===== src/design/pbb_pkg.sv =====
// shared types, constants and helpers for the peer lockout table
// no dependencies; used by every module of the block
package pbb_pkg;

    localparam int ENTRIES   = 8;
    localparam int IDX_W     = (ENTRIES > 1) ? $clog2(ENTRIES) : 1;
    localparam int ADDR_W    = 48;
    localparam int TICK_W    = 32;
    localparam int LVL_W     = 5;
    localparam int LVL_MAX   = 31;
    localparam int SHIFT_W   = TICK_W + LVL_MAX;
    localparam int IN_W      = 80;
    localparam int OUT_W     = 40;
    localparam int REQ_W     = 2;
    localparam int DATA_W    = 32;
    localparam int PADDR_W   = 4;
    localparam int REG_IDX_W = 2;

    localparam logic [LVL_W-1:0] LVL_TOP = LVL_W'(LVL_MAX);

    localparam logic [REQ_W-1:0] REQ_ELAPSED = 2'd0;
    localparam logic [REQ_W-1:0] REQ_FAIL    = 2'd1;
    localparam logic [REQ_W-1:0] REQ_QUERY   = 2'd2;

    localparam logic [REG_IDX_W-1:0] REG_MIN_WAIT = 2'd0;
    localparam logic [REG_IDX_W-1:0] REG_MAX_WAIT = 2'd1;
    localparam logic [REG_IDX_W-1:0] REG_PERIOD   = 2'd2;

    localparam logic [TICK_W-1:0] MIN_WAIT_RST = 32'd2000;
    localparam logic [TICK_W-1:0] MAX_WAIT_RST = 32'd64000;
    localparam logic [TICK_W-1:0] PERIOD_RST   = 32'd10000;

    typedef struct packed {
        logic [TICK_W-1:0] min_wait;
        logic [TICK_W-1:0] max_wait;
        logic [TICK_W-1:0] period;
    } cfg_t;

    typedef struct packed {
        logic              is_fail;
        logic              is_query;
        logic [ADDR_W-1:0] addr;
        logic [TICK_W-1:0] ticks;
    } req_t;

    typedef struct packed {
        logic              v;
        logic [TICK_W-1:0] a;
    } wake_t;

    typedef struct packed {
        logic             valid;
        wake_t            wake;
        logic             matched;
        logic             free_found;
        logic [IDX_W-1:0] free_idx;
        logic             locked;
    } token_t;

    typedef struct packed {
        logic             en;
        logic [IDX_W-1:0] idx;
    } alloc_t;

    // fold a candidate wake-up time into the running minimum
    function automatic wake_t offer(wake_t cur, wake_t cand);
        wake_t r;
        r = cur;
        if (cand.v && (!cur.v || (cand.a < cur.a)))
        begin
            r.a = cand.a;
        end
        r.v = cur.v | cand.v;
        return r;
    endfunction

endpackage


===== src/design/pbb_cfg.sv =====
// configuration register bank behind the apb-style port
// depends on pbb_pkg
module pbb_cfg (
    input  logic                         clk,
    input  logic                         rst_n,
    input  logic                         psel,
    input  logic                         penable,
    input  logic                         pwrite,
    input  logic [pbb_pkg::PADDR_W-1:0]  paddr,
    input  logic [pbb_pkg::DATA_W-1:0]   pwdata,
    output logic [pbb_pkg::DATA_W-1:0]   prdata,
    output pbb_pkg::cfg_t                cfg
);

    pbb_pkg::cfg_t                   cfg_reg;
    pbb_pkg::cfg_t                   cfg_next;
    logic [pbb_pkg::REG_IDX_W-1:0]   reg_idx;
    logic                            wr_en;

    assign reg_idx = paddr[pbb_pkg::PADDR_W-1:2];
    assign wr_en   = psel && penable && pwrite;

    always_comb
    begin
        cfg_next = cfg_reg;
        if (wr_en)
        begin
            case (reg_idx)
                pbb_pkg::REG_MIN_WAIT: cfg_next.min_wait = pwdata;
                pbb_pkg::REG_MAX_WAIT: cfg_next.max_wait = pwdata;
                pbb_pkg::REG_PERIOD:   cfg_next.period   = pwdata;
                default:               cfg_next = cfg_reg;
            endcase
        end
    end

    always_comb
    begin
        case (reg_idx)
            pbb_pkg::REG_MIN_WAIT: prdata = cfg_reg.min_wait;
            pbb_pkg::REG_MAX_WAIT: prdata = cfg_reg.max_wait;
            pbb_pkg::REG_PERIOD:   prdata = cfg_reg.period;
            default:               prdata = '0;
        endcase
    end

    always_ff @(posedge clk or negedge rst_n)
    begin
        if (!rst_n)
        begin
            cfg_reg.min_wait <= pbb_pkg::MIN_WAIT_RST;
            cfg_reg.max_wait <= pbb_pkg::MAX_WAIT_RST;
            cfg_reg.period   <= pbb_pkg::PERIOD_RST;
        end
        else
        begin
            cfg_reg <= cfg_next;
        end
    end

    assign cfg = cfg_reg;

endmodule


===== config.mk =====
export PLATFORM = sky130hd
export DESIGN_NAME = pbb_cfg
export DESIGN_NICKNAME = d
export VERILOG_FILES = /design/src/design/pbb_pkg.sv /design/src/design/pbb_cfg.sv
export SDC_FILE = /design/constraint.sdc
export NUM_CORES = 1
export LEC_CHECK = 0
export BUFFER_PORTS_ARGS = -buffer_cell sky130_fd_sc_hd__buf_2
export CORE_MARGIN = 2
export CORE_UTILIZATION = 44
export DETAILED_ROUTE_END_ITERATION = 8
export PLACE_DENSITY = 0.76
export SYNTH_ARGS = -nofsm -noshare
export SYNTH_HDL_FRONTEND = slang
export SYNTH_SLANG_ARGS = --single-unit

===== constraint.sdc =====
create_clock -name clk -period 0.9 [get_ports clk]
set_input_delay 0.09 -clock clk [delete_from_list [all_inputs] [get_ports clk]]
set_output_delay 0.09 -clock clk [all_outputs]
set_load 0.05 [all_outputs]

==> results of run 1 <==
## what timing repair did
item,in CTS
hold buffers,33
cloned,7
pin swaps,14
endpoints found under the setup margin,218
resized for setup,439
endpoints found under the hold margin,178
setup buffers,25
## cells by family after synthesis
kind of cell    share of synthesized area, %
compound gates                          3.65
buf+inv                                 2.68
simple gates                            3.83
flops                                   55.3
mux                                     34.5
## stage by stage
step           TNS [ns]  instance area [µm²]  setup WS (ns)  hold WS, ns  util [%]
3_5_place_dp     -60.05                 6810         -0.536      0.00753      70.0
3_3_place_gp     -56.92                 6810         -0.515      0.00343      70.0
4_1_cts          -43.23                 9170         -0.538        0.145      94.3
2_1_floorplan    -33.97                 5190         -0.384       -0.206         -
## cell usage after synthesis, types with 2 or more instances
cell type and instances:
dfrtp_1 79, nand2_1 32, buf_2 10, mux2_4 30, mux2_1 2, dfstp_2 17
clkbuf_1 7, mux2i_1 32, mux2_2 64, o21ai_0 32, buf_6 3
==> impl_metrics.tcl, run 1 <==
set metrics [dict create \
    tool.error "[ERROR DPL-0038] Utilization greater than 100%, impossible to legalize" \
    grt_max_degree 33 \
    synth-seq-cells 96 \
    dp_hpwl_um 9060 \
    lastStage "global routing (5_1_grt)" \
    synth_top_area_cell "dfrtp_1" \
    seq_area_frac_synth_pct 55.3 \
    numCtsBuffers 9 \
    ys.flop_type "dfrtp_1" \
    boundaryPins 169 \
    worstEndpointGrtRepair "prdata[10]" \
    outcome "did not finish" \
    port_buffers 166 \
    synth_area_leaders "dfrtp_1, mux2_2, mux2_4, dfstp_2, mux2i_1" \
    cts.sinks 96 \
    synth_edf_count 0 \
    cts-root-buf "clkbuf_8" \
    yosysWarnings 0 \
    syn-instance-count 314 \
    synthDistinctLibCells 17 \
    syn-num-nets 355 \
    start_util_pct 45.0 \
    die_h_um 104 \
    synth_area_um2 4380 \
    htree_levels 3 \
    clockBufferDepth 2 \
    async_flop_share_pct 100 \
    synth_top_area_share_pct 45.1 \
    worst-ep-kind "primary output" \
    place_congestion 0.762 \
    placed_cells 684 \
    avgSynthCellArea_um2 14.0 \
    num_rows 36 \
    die_x_um 104 \
]
==> inputs of run 2 (changes only) <==
Settings changed: CORE_UTILIZATION 44 to 30, PLACE_DENSITY 0.76 to not set, PLACE_DENSITY_LB_ADDON set to 0.15.
Clock period 0.9 ns to 1.17 ns, I/O delays scaled along.
==> run 2 against run 1 <==
Compared with the run above:
- the flow now finishes, with violations (negative setup slack)
- synthesized cell count is the same
- synthesized area unchanged
==> impl_metrics.tcl, run 2 <==
set metrics [dict create \
    cap_violations 0 \
    path_cells "mux2i_4 > o21ai_4 > buf_6" \
    vias_per_cell 4.66 \
    numCtsBuffers 9 \
    yosysWarnings 0 \
    grt-ovfl-total 0 \
    postPlaceCellArea_um2 6100 \
    synth_common_cells "dfrtp_1, mux2_2, mux2i_1, nand2_1, o21ai_0" \
    synthDistinctLibCells 17 \
    p_switching_mw 7.41 \
    fin_ws_ns -0.259 \
    die_x_um 125 \
    antenna_found_initial 0 \
    sequentialPowerShare_pct 28.9 \
    vias 3451 \
    largest_reg_flops 96 \
    path_clk_slew_ns 0.07 \
    num_rows 44 \
    slew_headroom_pct 61.2 \
    setup_viol 50 \
    slew_violations 0 \
    fin_setup_tns_ns -6.90 \
    synth_edf_count 0 \
    tightestPinTransition_ns 0.582 \
    synth_top_area_cell "dfrtp_1" \
    boundaryPins 169 \
    diodes 0 \
    peakVddDrop_uv 1110 \
    ys.flop_type "dfrtp_1" \
    dp_hpwl_um 8510 \
    htree_levels 3 \
    ant_nets 0 \
    route.detailed.drc 0 \
    pre_cts_ws_ns -0.289 \
    cp_data_arrival_time_ns 1.31 \
    finalCritPeriodShare_pct 122 \
    grt_max_degree 49 \
    core_area_um2 14400 \
    fin_crit_ns 1.43 \
    skew_ns 0 \
    hold_path.class "primary input to register" \
    p_int_mw 10.2 \
    switching_share_pct 42.1 \
    grt_pass1_vias 3762 \
    start_util_pct 30.4 \
    hold_viol 0 \
    cts.sinks 96 \
    synth_area_um2 4380 \
    pwr-share-clk_pct 17.2 \
    path_max_fanout 2 \
    seq_area_frac_synth_pct 55.3 \
    cts-root-buf "clkbuf_16" \
    layout_common_cells "buf_6, mux2_2, buf_2" \
    crit_required_ns 1.05 \
    routed_wl_um 13200 \
    drtPass1Iterations 4 \
    wl_per_cell_um 17.9 \
    synth-seq-cells 96 \
    clockBufferDepth 2 \
    avgSynthCellArea_um2 14.0 \
    port_buffers 166 \
    die_h_um 125 \
    critPathLaunchType "register" \
    drive_gt1_share_pct 87.2 \
    critPathMaxStageDelay_ns 0.55 \
    cp-end-kind "output pin" \
    combPwrFrac_pct 53.9 \
    synth_top_area_share_pct 45.1 \
    drtIter0Drc 170 \
    path_class "register to output pin" \
    max_freq_mhz 700 \
    grt_usage_pct 17.5 \
    clkLatencyLatePin_ns 0.34 \
    rsz0062_at_grt "true" \
    cp_slowest_cell "dfstp_2" \
    p_leak_nw 3.58 \
    die_area_um2 15600 \
    cts_tree "built" \
    place_congestion 0.752 \
    fin_total_pwr_mw 17.6 \
    violations "negative setup slack" \
    hold_slack_ns 0.0280 \
    yosysMostFrequentCell "dfrtp_1" \
    grt_pass1_wl_um 21300 \
    p_per_area_nw_per_um2 2180 \
    final_common_cell "buf_6" \
    syn-num-nets 355 \
    async_flop_share_pct 100 \
    syn-instance-count 314 \
    outcome "finished with violations" \
    synth_area_leaders "dfrtp_1, mux2_2, mux2_4, dfstp_2, mux2i_1" \
    nets 592 \
    final_area_um2 8070 \
    syn2layout_area_growth_pct 84.1 \
]
## run 2: power groups by stage
stage	Clock, mW	Sequential, mW	Combinational [mW]
3_3_place_gp	0	4.95	6.68
6_report	3.03	5.09	9.49
5_1_grt	3.29	5.20	9.86
2_1_floorplan	0	7.64	2.45
3_5_place_dp	0	4.98	6.74
4_1_cts	3.12	4.98	8.76
## run 2: area by class of cell
| cell class | instances | area [µm²] |
|---|---|---|
| flip-flops and latches | 96 | 2480 |
| well taps | 184 | 230 |
| multi-input cells | 197 | 2480 |
| fillers | 1143 | 6350 |
| repair buffers | 247 | 2570 |
| clock buffers | 11 | 253 |
| clock inverters | 5 | 55.1 |
## run 2: worst paths after layout
check	from	endpoint	slack [ns]	cells past startpoint
max in group asynchronous	rst_n	cfg[70]	0.54	3
min	pwdata[2]	cfg[34]	0.03	2
min in group asynchronous	rst_n	cfg[79]	0.33	3
max	cfg[70]	prdata[6]	-0.26	3
min reg2reg	cfg[15]	cfg[15]	0.54	1
max reg2reg	cfg[60]	cfg[60]	0.12	3
## run 2: layer usage
layer / global-route usage, % / share of wire (%) / up-vias
li1: - / - / 1595
met1: 23.3 / 45 / 1732
met2: 28.2 / 48 / 111
met3: 4.73 / 5.1 / 13
met4: 4.90 / 1.4 / 0
met5: 0 / 0 / -
## run 2: worst max-delay path: cells and delay by family (launching register included)
kind | cells | cell delay [ns]
AOI/OAI and AO/OA | 1 | 0.16
muxes | 1 | 0.08
buffers and inverters | 1 | 0.18
DFF | 1 | 0.55
## run 2: timing repair
| item | in CTS | in global routing |
|---|---|---|
| pin swaps | 13 | 7 |
| hold buffers | 1 | 0 |
| cloned | 0 | 0 |
| buffers inserted | 49 | 16 |
| gates resized for setup | 233 | 110 |
| hold endpoints to repair | 79 | 0 |
| setup endpoints to repair | 50 | 104 |
## run 2: logic make-up after synthesis
family	count (synthesis)	synth area share [%]
multiplexers	128	34.5
AND/OR/NAND/NOR	37	3.83
flip-flops	96	55.3
AO/OA/AOI/OAI	32	3.65
buffers and inverters	21	2.68
## run 2: through the flow
stage	instances	utilization, %
floorplan	314	-
global route	740	56.0
finish	740	56.0
CTS	730	52.7
detailed placement	664	42.3
global placement	664	42.3
(Power assumes the default switching activity.)
