[src/design/pbb_pkg.sv]
// shared types, constants and helpers for the peer lockout table
// no dependencies; used by every module of the block
package pbb_pkg;

    localparam int ENTRIES   = 8;
    localparam int IDX_W     = (ENTRIES > 1) ? $clog2(ENTRIES) : 1;
    localparam int ADDR_W    = 48;
    localparam int TICK_W    = 32;
    localparam int LVL_W     = 5;
    localparam int LVL_MAX   = 31;
    localparam int SHIFT_W   = TICK_W + LVL_MAX;
    localparam int IN_W      = 80;
    localparam int OUT_W     = 40;
    localparam int REQ_W     = 2;
    localparam int DATA_W    = 32;
    localparam int PADDR_W   = 4;
    localparam int REG_IDX_W = 2;

    localparam logic [LVL_W-1:0] LVL_TOP = LVL_W'(LVL_MAX);

    localparam logic [REQ_W-1:0] REQ_ELAPSED = 2'd0;
    localparam logic [REQ_W-1:0] REQ_FAIL    = 2'd1;
    localparam logic [REQ_W-1:0] REQ_QUERY   = 2'd2;

    localparam logic [REG_IDX_W-1:0] REG_MIN_WAIT = 2'd0;
    localparam logic [REG_IDX_W-1:0] REG_MAX_WAIT = 2'd1;
    localparam logic [REG_IDX_W-1:0] REG_PERIOD   = 2'd2;

    localparam logic [TICK_W-1:0] MIN_WAIT_RST = 32'd2000;
    localparam logic [TICK_W-1:0] MAX_WAIT_RST = 32'd64000;
    localparam logic [TICK_W-1:0] PERIOD_RST   = 32'd10000;

    typedef struct packed {
        logic [TICK_W-1:0] min_wait;
        logic [TICK_W-1:0] max_wait;
        logic [TICK_W-1:0] period;
    } cfg_t;

    typedef struct packed {
        logic              is_fail;
        logic              is_query;
        logic [ADDR_W-1:0] addr;
        logic [TICK_W-1:0] ticks;
    } req_t;

    typedef struct packed {
        logic              v;
        logic [TICK_W-1:0] a;
    } wake_t;

    typedef struct packed {
        logic             valid;
        wake_t            wake;
        logic             matched;
        logic             free_found;
        logic [IDX_W-1:0] free_idx;
        logic             locked;
    } token_t;

    typedef struct packed {
        logic             en;
        logic [IDX_W-1:0] idx;
    } alloc_t;

    // fold a candidate wake-up time into the running minimum
    function automatic wake_t offer(wake_t cur, wake_t cand);
        wake_t r;
        r = cur;
        if (cand.v && (!cur.v || (cand.a < cur.a)))
        begin
            r.a = cand.a;
        end
        r.v = cur.v | cand.v;
        return r;
    endfunction

endpackage

[src/design/pbb_cell.sv]
// one table entry: ages on the passing pulse, then renews or reports on the token
// depends on pbb_pkg
module pbb_cell (
    input  logic                       clk,
    input  logic                       rst_n,
    input  logic [pbb_pkg::IDX_W-1:0]  cell_idx,
    input  pbb_pkg::cfg_t              cfg,
    input  pbb_pkg::req_t              req,
    input  pbb_pkg::alloc_t            alloc,
    input  logic                       age_in,
    output logic                       age_out,
    input  pbb_pkg::token_t            tok_in,
    output pbb_pkg::token_t            tok_out
);

    logic                                valid_reg, valid_next;
    logic                                active_reg, active_next;
    logic [pbb_pkg::LVL_W-1:0]           lvl_reg, lvl_next;
    logic [pbb_pkg::TICK_W-1:0]          pen_reg, pen_next;
    logic [pbb_pkg::TICK_W-1:0]          sum_reg, sum_next;
    logic [pbb_pkg::ADDR_W-1:0]          addr_reg, addr_next;
    pbb_pkg::wake_t                      offer_reg, offer_next;
    logic                                age_out_reg;
    pbb_pkg::token_t                     tok_out_reg, tok_out_next;

    // ageing results
    logic [pbb_pkg::TICK_W-1:0]          ticks;
    logic [pbb_pkg::TICK_W:0]            sum_ext;
    logic [pbb_pkg::TICK_W-1:0]          sum_sat;
    logic                                a_valid, a_active;
    logic [pbb_pkg::LVL_W-1:0]           a_lvl;
    logic [pbb_pkg::TICK_W-1:0]          a_pen, a_sum;
    pbb_pkg::wake_t                      a_offer;

    // renewal results
    logic                                addr_hit;
    logic [pbb_pkg::SHIFT_W-1:0]         shifted;
    logic [pbb_pkg::SHIFT_W-1:0]         max_ext;
    logic                                raise;
    logic [pbb_pkg::SHIFT_W:0]           len_ext;
    logic [pbb_pkg::TICK_W-1:0]          len;
    logic [pbb_pkg::LVL_W-1:0]           new_lvl;
    logic                                renew;
    pbb_pkg::wake_t                      ren_offer;

    assign ticks   = req.is_query ? '0 : req.ticks;
    assign sum_ext = {1'b0, sum_reg} + {1'b0, ticks};
    assign sum_sat = sum_ext[pbb_pkg::TICK_W] ? '1 : sum_ext[pbb_pkg::TICK_W-1:0];

    always_comb
    begin
        a_valid   = valid_reg;
        a_active  = active_reg;
        a_lvl     = lvl_reg;
        a_pen     = pen_reg;
        a_sum     = sum_reg;
        a_offer.v = 1'b0;
        a_offer.a = '0;
        if (valid_reg)
        begin
            if (active_reg)
            begin
                if (pen_reg > ticks)
                begin
                    a_pen     = pen_reg - ticks;
                    a_offer.v = 1'b1;
                    a_offer.a = pen_reg - ticks;
                end
                else
                begin
                    a_active = 1'b0;
                    if (lvl_reg == '0)
                    begin
                        a_valid = 1'b0;
                    end
                    else
                    begin
                        a_offer.v = 1'b1;
                        a_offer.a = cfg.period;
                    end
                end
            end
            else if (lvl_reg == '0)
            begin
                a_valid = 1'b0;
            end
            else
            begin
                if (sum_sat >= cfg.period)
                begin
                    a_lvl = lvl_reg - 1'b1;
                    a_sum = sum_sat - cfg.period;
                end
                else
                begin
                    a_sum = sum_sat;
                end
                // a backlog still at or above the period asks for an immediate wake-up
                a_offer.v = 1'b1;
                a_offer.a = (a_sum < cfg.period) ? (cfg.period - a_sum) : '0;
            end
        end
    end

    // lockout length of the raised level, saturating at 32 bits
    assign addr_hit = (addr_reg == req.addr);
    assign shifted  = {{pbb_pkg::LVL_MAX{1'b0}}, cfg.min_wait} << lvl_reg;
    assign max_ext  = {{pbb_pkg::LVL_MAX{1'b0}}, cfg.max_wait};
    assign raise    = (lvl_reg != pbb_pkg::LVL_TOP) && (shifted < max_ext);
    assign len_ext  = raise ? {shifted, 1'b0} : {1'b0, shifted};
    assign len      = (|len_ext[pbb_pkg::SHIFT_W:pbb_pkg::TICK_W]) ? '1
                                                               : len_ext[pbb_pkg::TICK_W-1:0];
    assign new_lvl  = raise ? (lvl_reg + 1'b1) : lvl_reg;
    assign renew    = tok_in.valid && req.is_fail && valid_reg && addr_hit;

    assign ren_offer.v = 1'b1;
    assign ren_offer.a = len;

    always_comb
    begin
        tok_out_next      = tok_in;
        tok_out_next.wake = pbb_pkg::offer(tok_in.wake, offer_reg);
        if (req.is_query && valid_reg && active_reg && addr_hit)
        begin
            tok_out_next.locked = 1'b1;
        end
        if (req.is_fail)
        begin
            if (valid_reg && addr_hit)
            begin
                tok_out_next.matched = 1'b1;
                tok_out_next.wake    = pbb_pkg::offer(tok_out_next.wake, ren_offer);
            end
            else if (!valid_reg)
            begin
                // later cells overwrite, so the highest free slot wins
                tok_out_next.free_found = 1'b1;
                tok_out_next.free_idx   = cell_idx;
            end
        end
    end

    always_comb
    begin
        valid_next  = valid_reg;
        active_next = active_reg;
        lvl_next    = lvl_reg;
        pen_next    = pen_reg;
        sum_next    = sum_reg;
        addr_next   = addr_reg;
        offer_next  = age_in ? a_offer : offer_reg;
        if (age_in && !req.is_query)
        begin
            valid_next  = a_valid;
            active_next = a_active;
            lvl_next    = a_lvl;
            pen_next    = a_pen;
            sum_next    = a_sum;
        end
        if (renew)
        begin
            lvl_next    = new_lvl;
            sum_next    = '0;
            pen_next    = len;
            active_next = 1'b1;
        end
        if (alloc.en && (alloc.idx == cell_idx))
        begin
            addr_next   = req.addr;
            lvl_next    = '0;
            sum_next    = '0;
            pen_next    = cfg.min_wait;
            active_next = 1'b1;
            valid_next  = 1'b1;
        end
    end

    always_ff @(posedge clk or negedge rst_n)
    begin
        if (!rst_n)
        begin
            valid_reg   <= 1'b0;
            active_reg  <= 1'b0;
            age_out_reg <= 1'b0;
            tok_out_reg <= '0;
        end
        else
        begin
            valid_reg   <= valid_next;
            active_reg  <= active_next;
            age_out_reg <= age_in;
            tok_out_reg <= tok_out_next;
        end
    end

    always_ff @(posedge clk)
    begin
        lvl_reg   <= lvl_next;
        pen_reg   <= pen_next;
        sum_reg   <= sum_next;
        addr_reg  <= addr_next;
        offer_reg <= offer_next;
    end

    assign age_out = age_out_reg;
    assign tok_out = tok_out_reg;

endmodule

[config.mk]
export PLATFORM = sky130hd
export DESIGN_NAME = pbb_cell
export DESIGN_NICKNAME = d
export VERILOG_FILES = /design/src/design/pbb_pkg.sv /design/src/design/pbb_cell.sv
export SDC_FILE = /design/constraint.sdc
export NUM_CORES = 1
export LEC_CHECK = 0
export BUFFER_PORTS_ARGS = -buffer_cell sky130_fd_sc_hd__clkbuf_2
export CAP_MARGIN = 10
export CORE_MARGIN = 5
export CORE_UTILIZATION = 33
export CTS_CLUSTER_DIAMETER = 60
export DETAILED_ROUTE_END_ITERATION = 10
export PLACE_DENSITY = 0.57
export SYNTH_ARGS = -nofsm -noshare
export SYNTH_HDL_FRONTEND = slang
export SYNTH_SLANG_ARGS = --single-unit
[constraint.sdc]
create_clock -name clk -period 11.5 [get_ports clk]
set_input_delay 1.15 -clock clk [delete_from_list [all_inputs] [get_ports clk]]
set_output_delay 1.15 -clock clk [all_outputs]
set_load 0.01 [all_outputs]
==> flow_summary.json <==
{
  "cts_setup_buffers": 0,
  "yosysSeqAreaShare": 0.243,
  "wl_um": 82700,
  "synth_edf_count": 113,
  "num_rows": 93,
  "clock_latency_ps": 510,
  "grt_busiest_layer": "met2",
  "use_met2": 0.354,
  "cts_root_buf": "clkbuf_16",
  "netlist_instances": 2615,
  "grt_pass1_wl_um": 121000,
  "status": "finished, final reports clean",
  "maxCapViolations": 0,
  "ant_nets": 0,
  "hold_violations": 0,
  "synth.distinct_cells": 84,
  "path_class": "input pin to flip-flop",
  "ir_drop_mv": 0.177,
  "arrival_ps": 10860,
  "synth_area_leaders": "edfxtp_1 (16%), ha_1 (13%), dfrtp_1 (5.0%)",
  "dp.cells": 3675,
  "pin_count": 269,
  "end_kind": "flip-flop",
  "worst_pin_slew_ps": 989,
  "die_w_um": 265,
  "finalCritPeriodShare": 0.915,
  "rsz0062_at_grt": "false",
  "grt_use_met1": 0.316,
  "place_area_mm2": 0.0238,
  "grt_antenna_before_repair": 4,
  "max_freq_ghz": 0.0951,
  "overflow": 0,
  "start_kind": "input pin",
  "via_count": 20700,
  "crit_slowest_cell": "o311ai_0",
  "largest_reg_flops": 48,
  "nets": 3290,
  "cts-htree-levels": 4,
  "setup_tns_ps": 0,
  "design.core.area_mm2": 0.0643,
  "start_util": 0.333,
  "fillers": 6762,
  "drtIter0Drc": 2119,
  "synthArstFlopShare": 0.223,
  "crit_path_max_incr_delay_ps": 630,
  "min_path_type": "flip-flop to flip-flop",
  "dieArea_mm2": 0.0701,
  "cts.path.max_buffers": 2,
  "route.detailed.drc": 0,
  "cts_buffers": 17,
  "grt_max_degree": 67,
  "synth_ff_type": "edfxtp_1",
  "crit_family": "compound AO/OA/AOI/OAI gates",
  "dr.pass1.iters": 6,
  "whs_endpoint": "sum_reg[20]",
  "synth_top_area_cell": "edfxtp_1",
  "synthesis.nets": 3066,
  "wl_per_cell_um": 22.3,
  "finalWorstPathRequiredPeriod_ps": 10520,
  "fin_area_mm2": 0.0244,
  "setup_viol": 0,
  "track_usage": 0.225,
  "regArea_mm2": 0.00521,
  "cts-resized-gates": 0,
  "reg2reg_to": "offer_reg[31]",
  "tritoncts": "done",
  "dp_hpwl_um": 68400,
  "maxSlewViolCount": 0,
  "min_path_cells": 2,
  "clock-sinks": 193,
  "layout.cells.non_filler": 3710,
  "die_h_um": 265,
  "ys_ff_latch": 193,
  "crit_top_cell": "o21ai_0",
  "synth.most_common_cell": "nand2_1",
  "slew_headroom": 0.341,
  "r2r-start": "sum_reg[2]",
  "syn_area_per_cell_um2": 8.19,
  "fin_skew_ps": 19.6,
  "ys_warn_count": 0,
  "grt_pass1_vias": 19100,
  "path_max_fanout": 50,
  "synth_top_cell_area_share": 0.158,
  "reg2reg_depth": 33,
  "multiInputGateArea_mm2": 0.0150,
  "netlist_area_mm2": 0.0214,
  "crit_buf_inv": 3,
  "place.gp.congestion": 0.981,
  "syn2layout_area_growth_pct": 13.9,
  "cp_data_required_time_ps": 11840,
  "cts_hold_buffers": 0,
  "p_leak_nw": 10.9,
  "routed_via_density": 5.57,
  "synth_common_cells": "nand2_1 (248), inv_1 (224), ha_1 (218), nor2_1 (218), a21oi_1 (210)",
  "path_clk_slew_ps": 90,
  "portBuffers": 268,
  "rrSetupSlack_ps": 2040,
  "use_met3": 0.0392,
  "power_density_mw_per_mm2": 365,
  "drive_above_1_share": 0.159,
  "min-delay-start": "sum_reg[20]",
  "finalPower_mw": 8.90
}
## cells by family after synthesis
kind of cell | share of synthesized area
AND/OR/NAND/NOR | 0.191
AO/OA/AOI/OAI | 0.213
buffers and inverters | 0.0593
adder cells (fa/ha/maj) | 0.134
flip-flops | 0.243
multiplexers | 0.102
XOR/XNOR | 0.0580
## through the flow
stage           util  worst slack [ps]  hold slack, ps
2_1_floorplan      -              1410             460
6_report       0.379               982             508
5_1_grt        0.379               361             524
3_3_place_gp   0.369               858             497
4_1_cts        0.379              1100             510
3_5_place_dp   0.369               589             498
## worst max-delay path by stage
stage,from,to,slack [ps],cells past startpoint
floorplan,req[80],offer_reg[28],1410,40
global placement,req[80],offer_reg[31],860,36
detailed placement,req[80],offer_reg[31],590,36
finish,req[80],offer_reg[31],980,36
global route,req[80],offer_reg[31],360,36
CTS,req[80],offer_reg[31],1100,36
## worst reg2reg max path, delay by kind of cell, from the launching register on
kind	cells	cell delay, ps
compound gates	21	4960
simple gates	6	1800
fa+ha+maj	4	1480
mux	1	390
flops	1	350
buf+inv	1	300
## routing by layer
metal | up-vias | wire (um)
met5 | - | 0
met4 | 0 | 2640
met3 | 112 | 6010
met2 | 848 | 37300
met1 | 9725 | 36800
li1 | 9988 | -
## report_power, final
part	switching [mW]	internal [mW]	total (mW)
clock network	0.362	0.308	0.670
logic	4.33	2.71	7.04
registers	0.176	1.01	1.19
total	4.87	4.03	8.90
## layout by cell type, fill, tap and decap left out, types with 14 or more instances in the layout
| cell | n |
|---|---|
| dfxtp_1 | 35 |
| o2111ai_1 | 16 |
| nor2b_1 | 30 |
| o21a_1 | 29 |
| nand2b_1 | 78 |
| clkbuf_2 | 268 |
| o22ai_1 | 15 |
| edfxtp_1 | 113 |
| o211ai_1 | 25 |
| mux2_2 | 40 |
| and2_1 | 21 |
| or2_2 | 14 |
| mux4_2 | 32 |
| a31oi_1 | 28 |
| a21oi_1 | 209 |
| a21o_1 | 76 |
| a211oi_1 | 50 |
| nand4_1 | 50 |
| nor4_1 | 15 |
| inv_1 | 223 |
| dfrtp_1 | 43 |
| o31ai_1 | 19 |
| nor2_1 | 218 |
| nand3_1 | 44 |
| buf_4 | 37 |
| nor3_1 | 46 |
| mux2_1 | 19 |
| xor2_1 | 42 |
| and3_1 | 35 |
| xnor2_1 | 100 |
| mux2i_1 | 78 |
| ha_1 | 218 |
| nand2_1 | 246 |
| or3_1 | 16 |
| clkbuf_16 | 17 |
| o21ai_0 | 133 |
## layout make-up
| type | count | share of cell area |
|---|---|---|
| timing repair buffer | 306 | 0.0671 |
| clock inverter | 15 | 0.00917 |
| inverter | 227 | 0.0350 |
| clock buffer | 17 | 0.0174 |
| tap | 855 | 0.0438 |
| sequential | 193 | 0.213 |
| multi-input combinational | 2094 | 0.614 |
| antenna | 3 | 0.000307 |
Note: power is estimated with default switching activity, not from simulation.
